**src/rtl/nll_pkg.sv**
```systemverilog
// Package for the node language lexer: transfer payload types, token kind
// codes, scan modes, the keyword table and byte classification functions.
// No dependencies.
package nll_pkg;

  // Default and output widths of byte positions.
  localparam int PosWidthDef = 16;
  localparam int PosOutW     = 16;

  // Token kinds as they appear on the output.
  typedef enum logic [4:0] {
    KIND_STRING   = 5'd0,
    KIND_CODE     = 5'd1,
    KIND_LBRACKET = 5'd2,
    KIND_RBRACKET = 5'd3,
    KIND_LBRACE   = 5'd4,
    KIND_RBRACE   = 5'd5,
    KIND_KW_NODE  = 5'd6,
    KIND_IDENT    = 5'd14,
    KIND_TAG      = 5'd15,
    KIND_EVENT    = 5'd16
  } token_kind_e;

  // Scanner modes.
  typedef enum logic [2:0] {
    MODE_IDLE   = 3'd0,
    MODE_STRING = 3'd1,
    MODE_CODE   = 3'd2,
    MODE_WORD   = 3'd3,
    MODE_TAGPRE = 3'd4,
    MODE_TAG    = 3'd5,
    MODE_EVPRE  = 3'd6,
    MODE_EVENT  = 3'd7
  } scan_mode_e;

  // Input item: one text byte.
  typedef struct packed {
    logic [7:0] text_byte;
    logic       is_last;
  } nll_in_t;

  // Result item: one token.
  typedef struct packed {
    logic [4:0]         token_kind;
    logic [PosOutW-1:0] start_pos;
    logic [PosOutW-1:0] end_pos;
    logic               last_of_run;
  } nll_tok_t;

  // Special characters.
  localparam logic [7:0] ChQuote    = 8'h22;
  localparam logic [7:0] ChTick     = 8'h60;
  localparam logic [7:0] ChLBracket = 8'h5B;
  localparam logic [7:0] ChRBracket = 8'h5D;
  localparam logic [7:0] ChLBrace   = 8'h7B;
  localparam logic [7:0] ChRBrace   = 8'h7D;
  localparam logic [7:0] ChAt       = 8'h40;
  localparam logic [7:0] ChBang     = 8'h21;

  // Keyword table: node, as, in, out, on, include, partial, extends.
  localparam int NumKw = 8;
  localparam logic [7:0] KwText [NumKw][8] = '{
    '{"n", "o", "d", "e", 8'h00, 8'h00, 8'h00, 8'h00},
    '{"a", "s", 8'h00, 8'h00, 8'h00, 8'h00, 8'h00, 8'h00},
    '{"i", "n", 8'h00, 8'h00, 8'h00, 8'h00, 8'h00, 8'h00},
    '{"o", "u", "t", 8'h00, 8'h00, 8'h00, 8'h00, 8'h00},
    '{"o", "n", 8'h00, 8'h00, 8'h00, 8'h00, 8'h00, 8'h00},
    '{"i", "n", "c", "l", "u", "d", "e", 8'h00},
    '{"p", "a", "r", "t", "i", "a", "l", 8'h00},
    '{"e", "x", "t", "e", "n", "d", "s", 8'h00}
  };
  localparam logic [3:0] KwLen [NumKw] = '{
    4'd4, 4'd2, 4'd2, 4'd3, 4'd2, 4'd7, 4'd7, 4'd7
  };

  // Letters, digits and underscore are word bytes.
  function automatic logic is_digit(logic [7:0] c);
    return (c >= "0") && (c <= "9");
  endfunction

  function automatic logic is_word(logic [7:0] c);
    return ((c >= "a") && (c <= "z")) || ((c >= "A") && (c <= "Z")) ||
           is_digit(c) || (c == "_");
  endfunction

  function automatic logic is_word_start(logic [7:0] c);
    return is_word(c) && !is_digit(c);
  endfunction

  // Drop every keyword that does not continue with this byte.
  function automatic logic [NumKw-1:0] kw_take(logic [NumKw-1:0] alive,
                                              logic [3:0] len,
                                              logic [7:0] c);
    logic [NumKw-1:0] res;
    res = alive;
    for (int k = 0; k < NumKw; k++) begin
      if ((len >= KwLen[k]) || (KwText[k][len[2:0]] != c)) begin
        res[k] = 1'b0;
      end
    end
    return res;
  endfunction

  // Kind of a finished word: the first keyword still alive at full length.
  function automatic logic [4:0] word_kind(logic [NumKw-1:0] alive,
                                          logic [3:0] len);
    logic [4:0] res;
    res = KIND_IDENT;
    for (int k = NumKw - 1; k >= 0; k--) begin
      if (alive[k] && (len == KwLen[k])) begin
        res = KIND_KW_NODE + 5'(k);
      end
    end
    return res;
  endfunction

endpackage

```
**src/rtl/node_language_lexer_unit.sv**
```systemverilog
// Top level of the node language lexer: byte scanner and token queue.
// Depends on nll_pkg.
//
// The lexer takes one text byte per transfer and emits the tokens that the
// byte completes, each as a kind with inclusive start and end positions.
// A byte is taken in a cycle in which it is not stalled; its tokens (none,
// one or two) are written into a four-entry queue in the same edge, and the
// queue hands out one token per cycle unless the output stalls. Bytes flow
// at one per cycle as long as the queue has room for two tokens; a byte that
// closes two tokens adds two to the queue, so a run of them stalls input.
// Positions count from zero after reset and after each last byte, saturate
// at the all-ones value of POS_WIDTH, and leave the block as 16 bits.
module node_language_lexer_unit
  import nll_pkg::*;
#(
  parameter int POS_WIDTH = PosWidthDef
) (
  input  logic     clk_i,
  input  logic     rst_ni,
  input  logic     in_valid_i,
  output logic     in_stall_o,
  input  nll_in_t  in_data_i,
  output logic     out_valid_o,
  input  logic     out_stall_i,
  output nll_tok_t out_data_o
);

  localparam int ExtW  = (POS_WIDTH > PosOutW) ? POS_WIDTH : PosOutW;
  localparam int Depth = 4;
  localparam int PtrW  = $clog2(Depth);

  typedef logic [POS_WIDTH-1:0] pos_t;

  // Scanner state.
  scan_mode_e       mode_q, mode_d;
  pos_t             pos_q, pos_d;
  pos_t             last_q, last_d;
  pos_t             start_q, start_d;
  logic [3:0]       len_q, len_d;
  logic [NumKw-1:0] alive_q, alive_d;

  // Token queue.
  nll_tok_t        fifo_q [Depth];
  logic [PtrW-1:0] wr_q, rd_q;
  logic [PtrW:0]   cnt_q, cnt_d;

  logic       in_xfer, out_xfer;
  logic [7:0] c;
  logic       redo;
  logic       v0, v1, v2;
  logic [4:0] k0, k1, k2;
  pos_t       s0, e0, s1, s2;
  nll_tok_t   tok_a, tok_b;
  logic [1:0] n_tok;

  function automatic logic [PosOutW-1:0] out_pos(pos_t p);
    logic [ExtW-1:0] ext;
    ext = ExtW'(p);
    return ext[PosOutW-1:0];
  endfunction

  assign in_xfer  = in_valid_i && !in_stall_o;
  assign out_xfer = out_valid_o && !out_stall_i;
  assign c        = in_data_i.text_byte;

  // Next scanner state and the tokens this byte completes.
  always_comb begin
    mode_d  = mode_q;
    start_d = start_q;
    len_d   = len_q;
    alive_d = alive_q;
    pos_d   = pos_q;
    last_d  = last_q;
    redo    = 1'b0;
    v0 = 1'b0; v1 = 1'b0; v2 = 1'b0;
    k0 = KIND_IDENT; k1 = KIND_IDENT; k2 = KIND_IDENT;
    s0 = start_q; e0 = pos_q; s1 = pos_q; s2 = start_q;

    // Continue the open token.
    unique case (mode_q) inside
      MODE_STRING, MODE_CODE: begin
        if (c == ((mode_q == MODE_STRING) ? ChQuote : ChTick)) begin
          v0     = 1'b1;
          k0     = (mode_q == MODE_STRING) ? KIND_STRING : KIND_CODE;
          mode_d = MODE_IDLE;
        end
      end
      MODE_WORD: begin
        if (is_word(c)) begin
          alive_d = kw_take(alive_q, len_q, c);
          len_d   = (len_q == 4'hF) ? len_q : len_q + 4'd1;
        end else begin
          v0     = 1'b1;
          k0     = word_kind(alive_q, len_q);
          e0     = last_q;
          mode_d = MODE_IDLE;
          redo   = 1'b1;
        end
      end
      MODE_TAGPRE, MODE_EVPRE: begin
        if (is_word(c)) begin
          mode_d = (mode_q == MODE_TAGPRE) ? MODE_TAG : MODE_EVENT;
        end else begin
          mode_d = MODE_IDLE;
          redo   = 1'b1;
        end
      end
      MODE_TAG, MODE_EVENT: begin
        if (!is_word(c)) begin
          v0     = 1'b1;
          k0     = (mode_q == MODE_TAG) ? KIND_TAG : KIND_EVENT;
          e0     = last_q;
          mode_d = MODE_IDLE;
          redo   = 1'b1;
        end
      end
      default: begin
        mode_d = MODE_IDLE;
        redo   = 1'b1;
      end
    endcase

    // Lex the byte from idle.
    if (redo) begin
      case (c)
        ChQuote: begin
          mode_d  = MODE_STRING;
          start_d = pos_q;
        end
        ChTick: begin
          mode_d  = MODE_CODE;
          start_d = pos_q;
        end
        ChLBracket: begin
          v1 = 1'b1;
          k1 = KIND_LBRACKET;
        end
        ChRBracket: begin
          v1 = 1'b1;
          k1 = KIND_RBRACKET;
        end
        ChLBrace: begin
          v1 = 1'b1;
          k1 = KIND_LBRACE;
        end
        ChRBrace: begin
          v1 = 1'b1;
          k1 = KIND_RBRACE;
        end
        ChAt: begin
          mode_d  = MODE_TAGPRE;
          start_d = pos_q;
        end
        ChBang: begin
          mode_d  = MODE_EVPRE;
          start_d = pos_q;
        end
        default: begin
          if (is_word_start(c)) begin
            mode_d  = MODE_WORD;
            start_d = pos_q;
            alive_d = kw_take('1, 4'd0, c);
            len_d   = 4'd1;
          end
        end
      endcase
    end

    // End of text: flush an open word, tag or event, then start over.
    if (in_data_i.is_last) begin
      s2 = start_d;
      case (mode_d)
        MODE_WORD: begin
          v2 = 1'b1;
          k2 = word_kind(alive_d, len_d);
        end
        MODE_TAG: begin
          v2 = 1'b1;
          k2 = KIND_TAG;
        end
        MODE_EVENT: begin
          v2 = 1'b1;
          k2 = KIND_EVENT;
        end
        default: ;
      endcase
      mode_d  = MODE_IDLE;
      pos_d   = '0;
      last_d  = '0;
      start_d = '0;
      len_d   = '0;
      alive_d = '1;
    end else begin
      last_d = pos_q;
      pos_d  = (pos_q == '1) ? pos_q : pos_q + pos_t'(1);
    end
  end

  // Pack the completed tokens in order; at most two are ever present.
  always_comb begin
    tok_a = '0;
    tok_b = '0;
    if (v0) begin
      tok_a.token_kind = k0;
      tok_a.start_pos  = out_pos(s0);
      tok_a.end_pos    = out_pos(e0);
      if (v1) begin
        tok_b.token_kind = k1;
        tok_b.start_pos  = out_pos(s1);
        tok_b.end_pos    = out_pos(s1);
      end else begin
        tok_b.token_kind = k2;
        tok_b.start_pos  = out_pos(s2);
        tok_b.end_pos    = out_pos(pos_q);
      end
    end else if (v1) begin
      tok_a.token_kind = k1;
      tok_a.start_pos  = out_pos(s1);
      tok_a.end_pos    = out_pos(s1);
    end else begin
      tok_a.token_kind = k2;
      tok_a.start_pos  = out_pos(s2);
      tok_a.end_pos    = out_pos(pos_q);
    end
    n_tok = 2'({1'b0, v0}) + 2'({1'b0, v1}) + 2'({1'b0, v2});
    tok_a.last_of_run = (n_tok == 2'd1);
    tok_b.last_of_run = 1'b1;
  end

  // Queue occupancy.
  always_comb begin
    cnt_d = cnt_q;
    if (in_xfer) begin
      cnt_d = cnt_d + (PtrW+1)'(n_tok);
    end
    if (out_xfer) begin
      cnt_d = cnt_d - (PtrW+1)'(1);
    end
  end

  assign in_stall_o  = (cnt_q > (PtrW+1)'(Depth - 2));
  assign out_valid_o = (cnt_q != '0);
  assign out_data_o  = fifo_q[rd_q];

  // Scanner and queue control registers.
  always_ff @(posedge clk_i or negedge rst_ni) begin
    if (!rst_ni) begin
      mode_q  <= MODE_IDLE;
      pos_q   <= '0;
      last_q  <= '0;
      start_q <= '0;
      len_q   <= '0;
      alive_q <= '1;
      wr_q    <= '0;
      rd_q    <= '0;
      cnt_q   <= '0;
    end else begin
      if (in_xfer) begin
        mode_q  <= mode_d;
        pos_q   <= pos_d;
        last_q  <= last_d;
        start_q <= start_d;
        len_q   <= len_d;
        alive_q <= alive_d;
        wr_q    <= wr_q + PtrW'(n_tok);
      end
      if (out_xfer) begin
        rd_q <= rd_q + PtrW'(1);
      end
      cnt_q <= cnt_d;
    end
  end

  // Queue storage.
  always_ff @(posedge clk_i) begin
    if (in_xfer && (n_tok != 2'd0)) begin
      fifo_q[wr_q] <= tok_a;
    end
    if (in_xfer && (n_tok == 2'd2)) begin
      fifo_q[wr_q + PtrW'(1)] <= tok_b;
    end
  end

endmodule
```
**config.mk**
```make
export PLATFORM = sky130hd
export DESIGN_NAME = node_language_lexer_unit
export DESIGN_NICKNAME = d
export VERILOG_FILES = /design/src/rtl/nll_pkg.sv /design/src/rtl/node_language_lexer_unit.sv
export SDC_FILE = /design/constraint.sdc
export NUM_CORES = 1
export LEC_CHECK = 0
export BUFFER_PORTS_ARGS = -buffer_cell sky130_fd_sc_hd__buf_4
export CORE_MARGIN = 5
export CORE_UTILIZATION = 55
export DETAILED_ROUTE_END_ITERATION = 10
export GPL_ROUTABILITY_DRIVEN = 0
export GPL_TIMING_DRIVEN = 0
export PLACE_DENSITY = 0.83
export SYNTH_ARGS = -nofsm -noshare
export SYNTH_HDL_FRONTEND = slang
export SYNTH_SLANG_ARGS = --single-unit
```
**constraint.sdc**
```tcl
create_clock -name clk_i -period 6.3 [get_ports clk_i]
set_clock_uncertainty 0.1 [all_clocks]
set_input_delay 0.315 -clock clk_i [delete_from_list [all_inputs] [get_ports clk_i]]
set_output_delay 0.315 -clock clk_i [all_outputs]
set_load 0.05 [all_outputs]
```
== Yosys cells after proc, flatten, opt, wreduce, memory -nomap -nowiden ==
Memories as Yosys holds them, arrays and structs flattened.
Cells that the tools add are included.
Storage, ports and cells
  bits in registers: 70
  bits in writable memories: 152
  bits in read-only memories: 512
  input bits: 13
  output and inout bits: 40
  logic and storage cells: 243
  memories: 9
Operators by class
  $add $sub $neg: 9
  magnitude comparators: 12
  eq/ne operators: 47
  mux-type cells: 106
  bitwise operators: 1
  reductions and logical operators: 50
Memories
  fifo_q: words 4, width 38, rd ports 1, clocked after memory_dff 0, write ports 2, line node_language_lexer_unit.sv:43  | nll_tok_t fifo_q [Depth];
  (no name shown): words 8, width 8, rd ports 1, clocked after memory_dff 0, write ports 0, line nll_pkg.sv:97  | if ((len >= KwLen[k]) || (KwText[k][len[2:0]] != c)) begin
  (no name shown): words 8, width 8, rd ports 1, clocked after memory_dff 0, write ports 0, line nll_pkg.sv:97
  (no name shown): words 8, width 8, rd ports 1, clocked after memory_dff 0, write ports 0, line nll_pkg.sv:97
  (no name shown): words 8, width 8, rd ports 1, clocked after memory_dff 0, write ports 0, line nll_pkg.sv:97
  (no name shown): words 8, width 8, rd ports 1, clocked after memory_dff 0, write ports 0, line nll_pkg.sv:97
  3 more memories
Operators by type and width (number)
  two-way mux 8 bit: 22
  two-way mux 16 bit: 9
  two-way mux 37 bit: 3
  two-way mux 5 bit: 18
  inequality test 8 bit: 8
  == test 8 x 7 -> 1 bit (second input constant): 7
  inequality test 7 x 8 -> 1 bit (first input constant): 6
  two-way mux 4 bit: 9
  one-hot mux 16 bit (2 select lines): 1
  one-hot mux 5 bit (3 select lines): 2
  two-way mux 1 bit: 25
  logical AND 1 bit: 24
  two-way mux 3 bit: 8
  == test 3 bit (second input constant): 6
  adder 16 x 1 -> 16 bit (second input constant): 1
  == test 16 bit (second input constant): 1
  == test 4 x 2 -> 1 bit (second input constant): 4
  == test 4 x 3 -> 1 bit (second input constant): 4
  == test 8 x 6 -> 1 bit (second input constant): 2
  greater-or-equal comparator 8 x 7 -> 1 bit (second input constant): 2
  less-or-equal comparator 8 x 7 -> 1 bit (second input constant): 2
  one-hot mux 4 bit (4 select lines): 1
  one-hot mux 3 bit (5 select lines): 1
  logical OR 1 bit: 11
  other kinds (34): 48

== Longest topological paths before layout ==
  depth in word-level cells: 25
  mapped depth: 19
  gate-level depth less buffers: 15

== Worst setup path before layout ==
No wires, ideal clock.
  path kind: register to register
  start point: register mode_q[1]
  end point: memory fifo_q[2][10] (netlist name) (enable)
  library setup time: 0.395 ns
  arrival: 3.906 ns
  slack: 1.899 ns
  stages on the path, launching flop included: 14
  period minus slack after synthesis: 4.401 ns
  cell sequence: dfrtp_1 buf_2 or4bb_1 a2111oi_4 or2_1 buf_4 inv_2 fa_1 clkbuf_1 inv_1 nand2_1 nor3_1 inv_1 nand2_1
RTL lines
  from (decl): line node_language_lexer_unit.sv:35  | scan_mode_e mode_q, mode_d;
  from (signal assigned): line node_language_lexer_unit.sv:259  | mode_q <= mode_d;
  to (decl): line node_language_lexer_unit.sv:43

==> flow_metrics.env <==
export IMPL_arrival_ps=5240
export IMPL_path_class="flip-flop to flip-flop"
export IMPL_hpwl_um=23800
export IMPL_r2r_slack_ps=1330
export IMPL_power_mw=5.52
export IMPL_synth_commonest_cells="edfxtp_1 (148), a22o_1 (129), nand2_1 (111)"
export IMPL_area_growth_syn_to_layout_pct=12.3
export IMPL_core_area_mm2=0.0226
export IMPL_port_buffers=51
export IMPL_firstDrtPassIters=7
export IMPL_cts_buffer_depth=3
export IMPL_start_util_pct=55.8
export IMPL_yosysTopAreaCell="edfxtp_1"
export IMPL_pwr_share_clk_pct=23.9
export IMPL_min_path_type="primary input to flip-flop"
export IMPL_postSynthAreaPerCell_um2=11.6
export IMPL_root_buffer="clkbuf_16"
export IMPL_rows=55
export IMPL_grt_use_total_pct=26.4
export IMPL_worst_pin_slew_ps=1040
export IMPL_cp_max_fo=10
export IMPL_num_vias=10300
export IMPL_combPwrFrac_pct=43.3
export IMPL_yosysWarnings=0
export IMPL_viasPerCell=6.95
export IMPL_hold_violations=0
export IMPL_synth_top_cell_area_share_pct=35.2
export IMPL_finalSetupViolCount=0
export IMPL_synth_cell_types=102
export IMPL_worstRegToRegCells=15
export IMPL_p_int_mw=3.23
export IMPL_final_nets=1201
export IMPL_detail_route_antenna_nets=0
export IMPL_power_frac_seq_pct=32.8
export IMPL_die_area_mm2=0.0261
export IMPL_fill_cells=1650
export IMPL_ys_top_cells_by_area="edfxtp_1 (35%), dfrtp_1 (12%), a22o_1 (8.9%)"
export IMPL_die_h_um=162
export IMPL_reg2reg_to="fifo_q[2][23]$_DFFE_PP_"
export IMPL_netlist_instances=1093
export IMPL_min_path_cells=4
export IMPL_io_pins=53
export IMPL_cts_tree="yes"
export IMPL_drc_errors=0
export IMPL_p_sw_mw=2.29
export IMPL_grt_max_degree=71
export IMPL_worst_setup_path_start_kind="flip-flop"
export IMPL_power_density_mw_per_mm2=389
export IMPL_clk_latency_ps=510
export IMPL_post_dp_cell_area_mm2=0.0135
export IMPL_path_clk_slew_ps=70
export IMPL_htreeDepth=1
export IMPL_outcome="complete, no violations"
export IMPL_pre_cts_ws_ps=1480
export IMPL_postCtsResizedCells=0
export IMPL_stdcell_count=1476
export IMPL_p_sw_share_pct=41.5
export IMPL_grt_pass1_vias=10100
export IMPL_cp_end_kind="flip-flop"
export IMPL_drv_slew=0
export IMPL_synth_seq_area_share_pct=49.8
export IMPL_irDropWorstVdd_mv=0.224
export IMPL_antenna_cells=0
export IMPL_final_core_util_pct=62.7
export IMPL_min_from="in_data_i[0]"
export IMPL_layout_drive_gt1_share_pct=18.5
export IMPL_cts_sinks=222
export IMPL_async_flop_share_pct=31.5
export IMPL_max_freq_ghz=0.201
export IMPL_synth_area_mm2=0.0126
export IMPL_p_leak_nw=5.16
export IMPL_wirelength_um=35000
export IMPL_setup_slack_ps=1330
export IMPL_die_x_um=162
export IMPL_dpl_cell_count=1433
export IMPL_crit_required_ps=6570
export IMPL_fin_setup_tns_ps=0
export IMPL_holdWs_ps=39.9
export IMPL_yosys_register_bits=222
export IMPL_synth_edff_count=148
export IMPL_rsz0062_at_grt="false"
export IMPL_design_area_mm2=0.0142
export IMPL_yosysMostFrequentCell="edfxtp_1"
export IMPL_grt_pass1_wl_um=55500
export IMPL_slew_headroom_pct=30.7
export IMPL_drt_iter0_drc=1344
export IMPL_fin_crit_ps=4970
export IMPL_worstHoldEndpoint="last_q[14]$_DFFE_PN0P_"
export IMPL_synthesis_nets=1120
export IMPL_r2r_start="mode_q[1]$_DFFE_PN0P_"
export IMPL_avgRoutedWirePerCell_um=23.7
export IMPL_grt_antenna_before_repair=1
export IMPL_maxCapViolCount=0
export IMPL_cts_buffers=23
export IMPL_synthFlopType="edfxtp_1"
export IMPL_grt_overflow=0
export IMPL_period_share_pct=78.9
## cell type report
type | instances | area (um^2) | area share, %
Inverter | 19 | 71.3 | 0.503
Buffer | 94 | 414 | 2.92
Sequential cell | 222 | 6290 | 44.3
Multi-Input combinational cell | 758 | 5870 | 41.4
Tap cell | 285 | 357 | 2.51
Clock inverter | 15 | 129 | 0.908
Timing Repair Buffer | 56 | 473 | 3.33
Clock buffer | 27 | 591 | 4.16
## what timing repair did
action,CTS,global route
buffers inserted,0,0
hold buffers,1,0
hold endpoints to repair,62,0
## worst max-delay path, cell delays in order (launching register included)
cell and delay, ps:
dfrtp_1 370, buf_2 170, or4bb_1 530, a2111oi_4 680, or2_1 190, buf_4 190
inv_2 100, fa_1 410, clkbuf_1 210, inv_1 170, nand2_1 120, nor3_1 410
nand2_2 200, a21oi_2 440, buf_2 360, a22o_1 190
## power groups by stage
stage | Sequential, mW | Clock (mW) | Combinational [mW]
final | 1.81 | 1.32 | 2.39
after global routing | 1.82 | 1.38 | 2.53
after CTS | 1.80 | 1.32 | 2.37
after detailed placement | 1.83 | 0 | 2.35
after global placement | 1.82 | 0 | 2.31
after floorplan | 1.80 | 0 | 1.73
## cell families (layout without fill, tap and decap cells)
kind of cell	Yosys count	count (layout)	share of synthesized area, %
compound gates	375	375	23.1
xor+xnor	26	26	1.80
fa+ha+maj	14	14	1.51
buf+inv	113	211	3.84
flops	222	222	49.8
mux	47	47	7.50
simple gates	296	296	12.5
## flip-flops by register name, indices dropped and copies added (netlist names)
| signal | count |
|---|---|
| pos_q | 16 |
| s0 | 16 |
| alive_q | 8 |
| last_q | 16 |
| fifo_q | 152 |
| rd_q | 2 |
| mode_q | 3 |
| wr_q | 2 |
| cnt_q | 3 |
| len_q | 4 |
## routing by layer
metal	share of wire (%)	vias to the layer above	GRT usage, %
met5	0.037	-	0
met4	3.5	2	9.34
met3	10	122	4.72
met2	48	686	43.8
met1	38	5000	35.1
li1	-	4450	-
## cell usage in the layout (no fill, tap or decap), types with 6 or more instances in the layout
cell and count:
nor2_1 43, a31oi_1 10, a211oi_1 8, a22o_1 129
ha_1 12, buf_4 56, clkbuf_16 23, o21ai_0 66
nand2_1 107, or2_2 7, buf_2 22, buf_1 10
o21ai_2 8, xnor2_1 12, nor3b_1 6, a22oi_1 20
dfrtp_1 62, dfstp_2 8, nand4_1 7, o22ai_1 17
inv_1 16, o21a_1 7, nor2b_1 15, nand3_1 24
mux2i_1 8, nor3_1 12, o21ai_1 6, a21oi_1 30
or3_1 8, edfxtp_1 148, xor2_1 14, clkbuf_1 59
mux4_2 38
## worst max path at each step
stage	start	endpoint
after floorplan	mode_q[1]$_DFFE_PN0P_	fifo_q[2][10]$_DFFE_PP_
after global placement	in_data_i[4]	fifo_q[3][27]$_DFFE_PP_
after detailed placement	in_data_i[4]	fifo_q[2][27]$_DFFE_PP_
after CTS	mode_q[1]$_DFFE_PN0P_	fifo_q[2][27]$_DFFE_PP_
after global routing	mode_q[1]$_DFFE_PN0P_	fifo_q[2][27]$_DFFE_PP_
final	mode_q[1]$_DFFE_PN0P_	fifo_q[2][23]$_DFFE_PP_
No activity file was read; power rests on OpenSTA's default activity.
